`src/hw/rtl/lda_pkg.sv`:
```
// Shared types, load-kind codes and helpers for the load data aligner.
// No dependencies; imported by every lda_* module.
`timescale 1ns / 1ps
`default_nettype none

package lda_pkg;

   typedef enum logic [3:0] {
      FN_LB   = 4'd0,
      FN_LBU  = 4'd1,
      FN_LH   = 4'd2,
      FN_LHU  = 4'd3,
      FN_LW   = 4'd4,
      FN_LWU  = 4'd5,
      FN_LWC1 = 4'd6,
      FN_LD   = 4'd7,
      FN_LWL  = 4'd8,
      FN_LWR  = 4'd9,
      FN_LDL  = 4'd10,
      FN_LDR  = 4'd11
   } func_type;

   typedef enum logic [1:0] {
      EXT_KEEP,
      EXT_ZERO,
      EXT_SIGN
   } ext_mode_type;

   typedef enum logic [1:0] {
      WID_BYTE,
      WID_HALF,
      WID_WORD
   } ext_width_type;

   // Per-transaction control carried down the pipe.
   typedef struct packed {
      logic          shift_left;
      logic [2:0]    shift_bytes;
      logic [7:0]    byte_mask;   // bytes taken from the shifted data
      ext_mode_type  ext_mode;
      ext_width_type ext_width;
   } ctl_type;

   localparam int DATA_W = 64;

   // Mask of the n lowest bytes, n in 0..8.
   function automatic logic [7:0] low_byte_mask(input logic [3:0] n);
      logic [8:0] m;
      m = (9'd1 << n) - 9'd1;
      return m[7:0];
   endfunction

endpackage

`default_nettype wire

```
`src/hw/rtl/load_data_aligner_top.sv`:
```
// Top level of the load data aligner: three-stage pipeline and its valid/stall control.
// Depends on lda_pkg, lda_decode, lda_shift, lda_merge.
//
//   channel   dir   handshake            payload
//   req_      in    req_valid/req_stall  func, byte_offset, memory_dword, read_ok, old_register
//   rsp_      out   rsp_valid/rsp_stall  load_result
//
// rsp_valid rises once the accepted transaction has passed the decode, shift and merge
// registers. One transaction per cycle while rsp_stall stays low.
// Stages: decode/word select, byte shifter, merge/extend into the output register.
// Each stage advances when empty or when the stage after it advances, so bubbles
// collapse and rsp_stall holds the pipe without losing a transaction.
// Synchronous reset clears the valid bits only.
`timescale 1ns / 1ps
`default_nettype none

module load_data_aligner_top
   import lda_pkg::*;
(
   input  wire logic        clock,
   input  wire logic        reset,
   input  wire logic        req_valid,
   output logic             req_stall,
   input  wire logic [3:0]  req_func,
   input  wire logic [2:0]  req_byte_offset,
   input  wire logic [63:0] req_memory_dword,
   input  wire logic        req_read_ok,
   input  wire logic [63:0] req_old_register,
   output logic             rsp_valid,
   input  wire logic        rsp_stall,
   output logic [63:0]      rsp_load_result
);

   logic s1_valid_ff, s2_valid_ff, s3_valid_ff;
   logic s1_en, s2_en, s3_en;

   ctl_type           s1_ctl, s2_ctl;
   logic [DATA_W-1:0] s1_src, s1_old, s2_shifted, s2_old;

   assign s3_en     = !s3_valid_ff || !rsp_stall;
   assign s2_en     = !s2_valid_ff || s3_en;
   assign s1_en     = !s1_valid_ff || s2_en;
   assign req_stall = !s1_en;
   assign rsp_valid = s3_valid_ff;

   always_ff @(posedge clock) begin
      if (reset) begin
         s1_valid_ff <= 1'b0;
         s2_valid_ff <= 1'b0;
         s3_valid_ff <= 1'b0;
      end else begin
         if (s1_en) begin
            s1_valid_ff <= req_valid;
         end
         if (s2_en) begin
            s2_valid_ff <= s1_valid_ff;
         end
         if (s3_en) begin
            s3_valid_ff <= s2_valid_ff;
         end
      end
   end

   lda_decode u_decode (
      .clock        (clock),
      .load         (s1_en),
      .func         (req_func),
      .byte_offset  (req_byte_offset),
      .memory_dword (req_memory_dword),
      .read_ok      (req_read_ok),
      .old_register (req_old_register),
      .ctl_ff       (s1_ctl),
      .src_ff       (s1_src),
      .old_ff       (s1_old)
   );

   lda_shift u_shift (
      .clock      (clock),
      .load       (s2_en),
      .ctl        (s1_ctl),
      .src        (s1_src),
      .old        (s1_old),
      .ctl_ff     (s2_ctl),
      .shifted_ff (s2_shifted),
      .old_ff     (s2_old)
   );

   lda_merge u_merge (
      .clock     (clock),
      .load      (s3_en),
      .ctl       (s2_ctl),
      .shifted   (s2_shifted),
      .old       (s2_old),
      .result_ff (rsp_load_result)
   );

endmodule

`default_nettype wire

```
`src/hw/rtl/lda_decode.sv`:
```
// Stage 1: decodes load kind and offset into shift/merge controls,
// selects the addressed word. Depends on lda_pkg.
`timescale 1ns / 1ps
`default_nettype none

module lda_decode
   import lda_pkg::*;
(
   input  wire logic              clock,
   input  wire logic              load,
   input  wire logic [3:0]        func,
   input  wire logic [2:0]        byte_offset,
   input  wire logic [DATA_W-1:0] memory_dword,
   input  wire logic              read_ok,
   input  wire logic [DATA_W-1:0] old_register,
   output ctl_type                ctl_ff,
   output logic [DATA_W-1:0]      src_ff,
   output logic [DATA_W-1:0]      old_ff
);

   ctl_type           ctl_in;
   logic [DATA_W-1:0] src_in;
   logic              src_word;
   logic [1:0]        t;

   always_comb begin
      t        = byte_offset[1:0];
      src_word = 1'b0;
      ctl_in   = '{shift_left: 1'b0, shift_bytes: 3'd0, byte_mask: 8'h00,
                   ext_mode: EXT_KEEP, ext_width: WID_WORD};
      case (func_type'(func))
         FN_LB, FN_LBU: begin
            ctl_in.shift_bytes = 3'd7 - byte_offset;
            ctl_in.byte_mask   = 8'h01;
            ctl_in.ext_width   = WID_BYTE;
            ctl_in.ext_mode    = (func_type'(func) == FN_LB) ? EXT_SIGN : EXT_ZERO;
         end
         FN_LH, FN_LHU: begin
            ctl_in.shift_bytes = 3'd6 - {byte_offset[2:1], 1'b0};
            ctl_in.byte_mask   = 8'h03;
            ctl_in.ext_width   = WID_HALF;
            ctl_in.ext_mode    = (func_type'(func) == FN_LH) ? EXT_SIGN : EXT_ZERO;
         end
         FN_LW, FN_LWU: begin
            src_word         = 1'b1;
            ctl_in.byte_mask = 8'h0F;
            ctl_in.ext_mode  = (func_type'(func) == FN_LW) ? EXT_SIGN : EXT_ZERO;
         end
         FN_LWC1: begin
            src_word         = 1'b1;
            ctl_in.byte_mask = 8'h0F;
         end
         FN_LD: begin
            ctl_in.byte_mask = 8'hFF;
         end
         FN_LWL: begin
            src_word           = 1'b1;
            ctl_in.shift_left  = 1'b1;
            ctl_in.shift_bytes = {1'b0, t};
            ctl_in.byte_mask   = 8'h0F & ~low_byte_mask({2'b00, t});
            ctl_in.ext_mode    = EXT_SIGN;
         end
         FN_LWR: begin
            src_word           = 1'b1;
            ctl_in.shift_bytes = {1'b0, 2'd3 - t};
            ctl_in.byte_mask   = low_byte_mask({2'b00, t} + 4'd1);
            ctl_in.ext_mode    = (t == 2'd3) ? EXT_SIGN : EXT_KEEP;
         end
         FN_LDL: begin
            ctl_in.shift_left  = 1'b1;
            ctl_in.shift_bytes = byte_offset;
            ctl_in.byte_mask   = ~low_byte_mask({1'b0, byte_offset});
         end
         FN_LDR: begin
            ctl_in.shift_bytes = 3'd7 - byte_offset;
            ctl_in.byte_mask   = low_byte_mask({1'b0, byte_offset} + 4'd1);
         end
         default: begin
            ctl_in.byte_mask = 8'h00;
         end
      endcase
      // failed read: old value passes through
      if (!read_ok) begin
         ctl_in.byte_mask = 8'h00;
         ctl_in.ext_mode  = EXT_KEEP;
      end
      if (src_word) begin
         src_in = byte_offset[2] ? {32'd0, memory_dword[31:0]}
                                 : {32'd0, memory_dword[63:32]};
      end else begin
         src_in = memory_dword;
      end
   end

   always_ff @(posedge clock) begin
      if (load) begin
         ctl_ff <= ctl_in;
         src_ff <= src_in;
         old_ff <= old_register;
      end
   end

endmodule

`default_nettype wire

```
`src/hw/rtl/lda_shift.sv`:
```
// Stage 2: byte shifter, left for the left-partial loads, right otherwise.
// Depends on lda_pkg.
`timescale 1ns / 1ps
`default_nettype none

module lda_shift
   import lda_pkg::*;
(
   input  wire logic              clock,
   input  wire logic              load,
   input  wire ctl_type           ctl,
   input  wire logic [DATA_W-1:0] src,
   input  wire logic [DATA_W-1:0] old,
   output ctl_type                ctl_ff,
   output logic [DATA_W-1:0]      shifted_ff,
   output logic [DATA_W-1:0]      old_ff
);

   logic [DATA_W-1:0] shifted_in;
   logic [5:0]        shamt;

   always_comb begin
      shamt = {ctl.shift_bytes, 3'b000};
      if (ctl.shift_left) begin
         shifted_in = src << shamt;
      end else begin
         shifted_in = src >> shamt;
      end
   end

   always_ff @(posedge clock) begin
      if (load) begin
         ctl_ff     <= ctl;
         shifted_ff <= shifted_in;
         old_ff     <= old;
      end
   end

endmodule

`default_nettype wire

```
`src/hw/rtl/lda_merge.sv`:
```
// Stage 3: byte merge with the old register value, then sign/zero extension.
// Holds the output register. Depends on lda_pkg.
`timescale 1ns / 1ps
`default_nettype none

module lda_merge
   import lda_pkg::*;
(
   input  wire logic              clock,
   input  wire logic              load,
   input  wire ctl_type           ctl,
   input  wire logic [DATA_W-1:0] shifted,
   input  wire logic [DATA_W-1:0] old,
   output logic [DATA_W-1:0]      result_ff
);

   logic [DATA_W-1:0] bit_mask;
   logic [DATA_W-1:0] merged;
   logic [DATA_W-1:0] fill_mask;
   logic              sign_bit;
   logic [DATA_W-1:0] result_in;

   always_comb begin
      for (int i = 0; i < 8; i++) begin
         bit_mask[8*i +: 8] = {8{ctl.byte_mask[i]}};
      end
      merged = (shifted & bit_mask) | (old & ~bit_mask);
      case (ctl.ext_width)
         WID_BYTE: begin
            fill_mask = {{56{1'b1}}, 8'h00};
            sign_bit  = merged[7];
         end
         WID_HALF: begin
            fill_mask = {{48{1'b1}}, 16'h0000};
            sign_bit  = merged[15];
         end
         default: begin
            fill_mask = {{32{1'b1}}, 32'h0000_0000};
            sign_bit  = merged[31];
         end
      endcase
      case (ctl.ext_mode)
         EXT_ZERO: result_in = merged & ~fill_mask;
         EXT_SIGN: result_in = sign_bit ? (merged | fill_mask) : (merged & ~fill_mask);
         default:  result_in = merged;
      endcase
   end

   always_ff @(posedge clock) begin
      if (load) begin
         result_ff <= result_in;
      end
   end

endmodule

`default_nettype wire

```
`config.mk`:
```
export PLATFORM = sky130hd
export DESIGN_NAME = load_data_aligner_top
export DESIGN_NICKNAME = d
export VERILOG_FILES = /design/src/hw/rtl/lda_pkg.sv /design/src/hw/rtl/load_data_aligner_top.sv /design/src/hw/rtl/lda_decode.sv /design/src/hw/rtl/lda_shift.sv /design/src/hw/rtl/lda_merge.sv
export SDC_FILE = /design/constraint.sdc
export NUM_CORES = 1
export LEC_CHECK = 0
export BUFFER_PORTS_ARGS = -buffer_cell sky130_fd_sc_hd__buf_2
export CORE_ASPECT_RATIO = 1.75
export CORE_MARGIN = 2
export CORE_UTILIZATION = 40
export CTS_BUF_LIST = sky130_fd_sc_hd__clkbuf_8
export DETAILED_ROUTE_END_ITERATION = 10
export PLACE_DENSITY = 0.64
export SYNTH_ARGS = -nofsm -noshare
export SYNTH_HDL_FRONTEND = slang
export SYNTH_SLANG_ARGS = --single-unit
```
`constraint.sdc`:
```
create_clock -name clock -period 4.97 [get_ports clock]
set_input_delay 0.497 -clock clock [delete_from_list [all_inputs] [get_ports clock]]
set_output_delay 0.497 -clock clock [all_outputs]
set_load 0.01 [all_outputs]
```
Yosys cells after proc, flatten, opt, wreduce, memory -nomap -nowiden
Cells that the tools add are included.

Bits in registers: 351. Output and inout port bits: 66. Word-level logic and storage cells: 89.

Add/sub/neg operators: 9. Equality and inequality tests: 15. Shifts and indexed selects: 6. Muxes and demuxes: 17. Bitwise gates (word level): 9. Reduce and logical (&&, ||, !) cells: 17.

Operator list (number): 64-bit AND (3); 64-bit 2-to-1 mux (3); 64-bit inverter (2); 64-bit OR (2); 64-bit case mux with 2 select lines (1); 32-bit case mux with 2 select lines (1); 8-bit case mux with 8 select lines (1); 64-bit by 6-bit << shifter with 64-bit output (1); 64-bit by 6-bit >> shifter with 64-bit output (1); 32-bit 2-to-1 mux (1); 8-bit by 1-bit subtractor with 8-bit output (second input constant) (3); 4-bit by 3-bit == test with 1-bit output (second input constant) (4); 4-bit == test (second input constant) (4); 1-bit by 4-bit << shifter with 8-bit output (first input constant) (2); 3-bit case mux with 5 select lines (1); 2-bit case mux with 5 select lines (1); 4-bit by 2-bit == test with 1-bit output (second input constant) (2); 2-bit 2-to-1 mux (4); 8-bit inverter (1); 2-bit OR reduction (4); 1-bit by 3-bit << shifter with 8-bit output (first input constant) (1); 3-bit OR reduction (2); 3-bit subtractor (first input constant) (2); 1-bit logical NOT (5); 16 further kinds (21).

Logic depth before layout (Yosys ltp)
Depth in word-level cells: 6. Depth in mapped cells: 10. Mapped depth without buffers: 8.

Hierarchy
Synthesis repeated with hierarchy kept, for this count alone.

Cell total of the unflattened synthesis: 1245. Area, all modules: 16905.0 sq um.

Modules (own cells, without submodules): lda_shift (times used 1, cells an instance 691, area each 7811.2 sq um); lda_decode (times used 1, cells an instance 318, area each 5667.9 sq um); lda_merge (times used 1, cells an instance 223, area each 3310.7 sq um); load_data_aligner_top (times used 1, cells an instance 13, area each 115.1 sq um).

Worst setup path before layout
Ideal clock, no wire load.

Path kind: input-to-output. Start point: in rsp_stall. End point: out req_stall. Arrival time: 4.174 ns. Setup slack: 0.299 ns. Stages: 3. Path buffers: 0. Path through: and3_1 -> nand2_1 -> inv_1.

Cells in the longest elaborated chain, start to end: 5.

Ends and longest elaborated chain: start: declaration (line load_data_aligner_top.sv:30) `input wire logic rsp_stall,`; 1-bit logical NOT (line load_data_aligner_top.sv:40) `assign s3_en = !s3_valid_ff || !rsp_stall;`; 1-bit logical OR (line load_data_aligner_top.sv:40); 1-bit logical OR (line load_data_aligner_top.sv:41) `assign s2_en = !s2_valid_ff || s3_en;`; 1-bit logical OR (line load_data_aligner_top.sv:42) `assign s1_en = !s1_valid_ff || s2_en;`; 1-bit logical NOT (line load_data_aligner_top.sv:43) `assign req_stall = !s1_en;`; end: declaration (line load_data_aligner_top.sv:23) `output logic req_stall,`.

Every way passes these cells.

Worst setup path in the final report
Start point: reg u_decode.ctl_ff[13] (netlist name). End point: reg u_shift.shifted_ff[57], data pin.

Cells in the longest elaborated chain, start to end: 2. Elaborated cells between the ends (all ways): 3. Those cells by class: shift (2); mux (1).

Ends and longest elaborated chain: start: declaration (line lda_decode.sv:16) `output ctl_type ctl_ff,`; start signal: assignment (line lda_decode.sv:97) `ctl_ff <= ctl_in;`; 64-bit by 6-bit >> shifter with 64-bit output / 64-bit by 6-bit << shifter with 64-bit output (equally long branches) (line lda_shift.sv:27, lda_shift.sv:25); 64-bit 2-to-1 mux (*) (line lda_shift.sv:24) `if (ctl.shift_left) begin`; via u_shift.shifted_in[57] (line lda_shift.sv:19) `logic [DATA_W-1:0] shifted_in;`; end signal: assignment (line lda_shift.sv:34) `shifted_ff <= shifted_in;`; end: declaration (line lda_shift.sv:15) `output logic [DATA_W-1:0] shifted_ff,`.

The timed path passes the listed nets; every way through them passes the cells marked *. A chain may end at the register's enable or synchronous reset.

==> impl_metrics.py <==
metrics = {
    "run_status": {
        "status": "completed",
    },
    "synthesis": {
        "synth_top_area_frac": 0.6172,
        "synth-seq-cells": 351,
        "synthFlopType": "edfxtp_1",
        "synth_fp_nets": 1346,
        "synth_edf_count": 348,
        "yosysWarnings": 0,
        "synthArstFlopShare": 0,
        "synth_area_mm2": 0.01693,
        "yosys.area.top_type": "edfxtp_1",
        "synth_cell_types": 77,
        "synth.area.top_cells": "edfxtp_1, mux2i_1, a21oi_1, mux4_2, mux2_2",
        "ys_seq_area_frac": 0.6207,
        "synth.avg_cell_area_um2": 14.11,
        "synthCells": 1200,
    },
    "power_and_ir_drop": {
        "p_per_area_mw_per_mm2": 354.7,
        "ir_drop_uv": 168.3,
        "cellLeakagePower_nw": 7.200,
    },
    "floorplanning": {
        "num_rows": 99,
        "start_util": 0.4056,
        "die_h_um": 276.2,
        "ioPinCount": 206,
        "core_mm2": 0.04174,
        "die-area_mm2": 0.04406,
        "dieWidth_um": 159.5,
    },
    "cts": {
        "cts-root-buf": "clkbuf_8",
        "htreeDepth": 2,
        "post_cts_buffers": 0,
        "clk_pin_slew_ns": 0.06,
        "holdBufCountCts": 0,
        "numCtsBuffers": 51,
        "ctsResizeCount": 0,
        "worstSkewPairLatency_ns": 0.60,
        "cts_tree": "built",
        "clock_path_buffers": 3,
        "clkSinkCount": 351,
    },
    "worst_setup_path": {
        "crit_arrival_ns": 3.12,
        "r2r_start": "u_decode.ctl_ff[13]",
        "startpoint_type": "flop",
        "regToRegSetupSlack_ns": 2.11,
        "critPathRequiredTime_ns": 5.23,
        "end_kind": "flop",
        "critical_path.max_fanout": 99,
        "cp_cell_sequence": "buf_12, nor2_1, buf_4, a21oi_1, a2111o_1, o21ai_0",
        "cp_slowest_stage_delay_ns": 1.03,
        "rr_worst_depth": 6,
        "critPathKind": "flop to flop",
        "critPathSlowestCell": "edfxtp_1",
        "r2r_end": "u_shift.shifted_ff[57]",
    },
    "timing": {
        "fmax_ghz": 0.3500,
        "rsz0062_at_grt": "no",
        "tightest_slew_ns": 1.198,
        "fin_crit_ns": 2.857,
        "hold_viol_final": 0,
        "slew-limit-headroom": 0.1997,
        "setup_viol_count_final": 0,
        "fin_setup_tns_ns": 0,
        "fin_ws_ns": 2.113,
        "fin_worst_skew_ns": 0.01873,
        "fin_crit_sh": 0.5749,
        "drv_slew": 0,
    },
    "final_layout": {
        "fillCellCount": 3801,
        "syn_to_final_growth_pct": 13.26,
        "stdcell_area_mm2": 0.01918,
        "multi_input_area_mm2": 0.005843,
        "final_cells": 1973,
        "drive_gt1_frac": 0.2613,
        "nNetsFinal": 1526,
        "ff_latch_area_mm2": 0.01051,
    },
    "global_route": {
        "grt_start_max_net_pins": 117,
        "grtUsageTotal": 0.1966,
        "grt_pass1_vias": 10818,
        "grt_overflow_total": 0,
        "grt_pass1_wl_um": 66310,
        "antenna_found_initial": 2,
    },
    "drt": {
        "wl_per_cell_um": 22.29,
        "viasPerCell": 5.445,
        "firstDrtPassIters": 6,
        "route.vias.total": 10743,
        "drtIter0Drc": 679,
        "routed_wl_um": 43970,
        "ant_nets": 0,
        "route.detailed.drc": 0,
    },
    "place": {
        "dpl_cell_area_mm2": 0.01828,
        "pre_cts_ws_ns": 1.998,
        "place.gp.congestion": 0.8743,
        "numPortBuffers": 205,
        "dp_hpwl_um": 31240,
        "dp.cells": 1882,
    },
    "worst_hold_path": {
        "min_path_type": "input pin to flop",
        "whs_endpoint": "u_decode.old_ff[62]",
        "min_path_cells": 1,
        "hp-start": "req_old_register[62]",
    },
    "job": {
        "maxCapViolCount": 0,
    },
}
## flip-flops by register name, summed over array words and instances (netlist names)
signal	count
u_decode.old_ff	64
u_decode.src_ff	64
u_merge.result_ff	64
u_shift.old_ff	64
u_shift.shifted_ff	64
u_decode.ctl_ff	16
u_shift.ctl_ff	12
rsp_valid	1
s1_valid_ff	1
s2_valid_ff	1
## worst max-delay path, delay by kind of cell, from the launching register on
kind / cells / cell delay, ns
compound gates: 3 / 0.46
flops: 1 / 1.03
buf+inv: 2 / 0.71
simple gates: 1 / 0.21
## how the worst max path moves through the flow
| stage | cells after the start | slack (ns) | startpoint | end |
|---|---|---|---|---|
| after CTS | 3 | 2.12 | u_decode.ctl_ff[15] | u_shift.shifted_ff[0] |
| final | 6 | 2.11 | u_decode.ctl_ff[13] | u_shift.shifted_ff[57] |
| after global routing | 5 | 1.97 | u_decode.ctl_ff[13] | u_shift.shifted_ff[30] |
| after floorplan | 3 | 0.30 | rsp_stall | req_stall |
| after detailed placement | 9 | 2.00 | req_byte_offset[0] | u_decode.ctl_ff[10] |
| after global placement | 5 | 2.08 | req_func[2] | u_decode.src_ff[1] |
## layout make-up
type                       count  share of cell area
multi-input combinational    742              0.3047
antenna                        2           0.0002610
tap                          555             0.03621
inverter                      15            0.003197
clock inverter                38             0.01005
sequential                   351              0.5481
timing repair buffer         219             0.06094
clock buffer                  51             0.03660
## kinds of logic after synthesis
logic type | count (synthesis) | share of synthesized area
flip-flops | 351 | 0.6207
AND/OR/NAND/NOR | 226 | 0.07005
AO/OA/AOI/OAI | 301 | 0.1154
buffers and inverters | 107 | 0.03480
adder cells (fa/ha/maj) | 6 | 0.004433
XOR/XNOR | 4 | 0.002069
multiplexers | 205 | 0.1525
## per-stage QoR
stage | utilization | power, mW | hold slack (ns)
finish | 0.4594 | 6.802 | 0.07058
floorplan | - | 4.381 | 0.4003
global placement | 0.4379 | 4.770 | 0.4028
CTS | 0.4593 | 6.878 | 0.02608
global route | 0.4593 | 7.095 | 0.04431
detailed placement | 0.4379 | 4.776 | 0.4045
## layer usage
layer | vias to the layer above | part of all wire | track usage
met5 | - | 0 | 0
met4 | 0 | 0.051 | 0.09907
met3 | 101 | 0.056 | 0.02505
met2 | 417 | 0.50 | 0.3374
met1 | 5195 | 0.39 | 0.2434
li1 | 5030 | - | -
## cells in the final DEF, fill, tap and decap left out, types with 6 or more instances in the layout
cell        n
edfxtp_1  348
buf_2     205
a21oi_1   127
mux2i_1   107
nor2_1     55
clkbuf_8   51
nand2_1    49
and2_1     40
o21ai_0    38
mux2_2     32
mux2_1     30
mux4_2     28
nand2b_1   25
inv_1      24
a211oi_1   20
clkinv_1   15
o211ai_1   15
nand3_1    13
nor2b_1    11
a31oi_1    11
buf_4      11
clkinv_2   10
o22a_1      9
o31a_1      9
o21a_1      8
a221oi_1    6
ha_1        6
## cells in the mapped netlist, drive strengths merged (3+ instances only)
cell type / number
o21a: 8
o31a: 9
mux4: 33
mux2: 63
a31o: 8
and3: 3
a211oi: 20
o22ai: 5
nor2: 57
a311oi: 3
o2bb2ai: 4
clkbuf: 32
buf: 60
a21o: 4
xor2: 3
a221oi: 6
o2111ai: 3
a211o: 3
a2bb2oi: 5
a22oi: 6
edfxtp: 348
nand4b: 3
o22a: 9
nand2b: 25
mux2i: 109
ha: 6
nand2: 52
o21ai: 40
or2: 5
a31oi: 12
inv: 14
dfxtp: 3
nand3: 14
and2: 40
nor3: 3
nand3b: 5
nor2b: 12
o211ai: 15
a21oi: 127
## power breakdown
group / internal [mW] / switching [mW] / total, mW / leakage (nW)
Clock: 1.01 / 1.08 / 2.09 / 0.510
Sequential: 3.58 / 0.219 / 3.80 / 3.81
Combinational: 0.416 / 0.494 / 0.911 / 2.88
Total: 5.01 / 1.79 / 6.80 / 7.20
No activity file was read; power rests on OpenSTA's default activity.
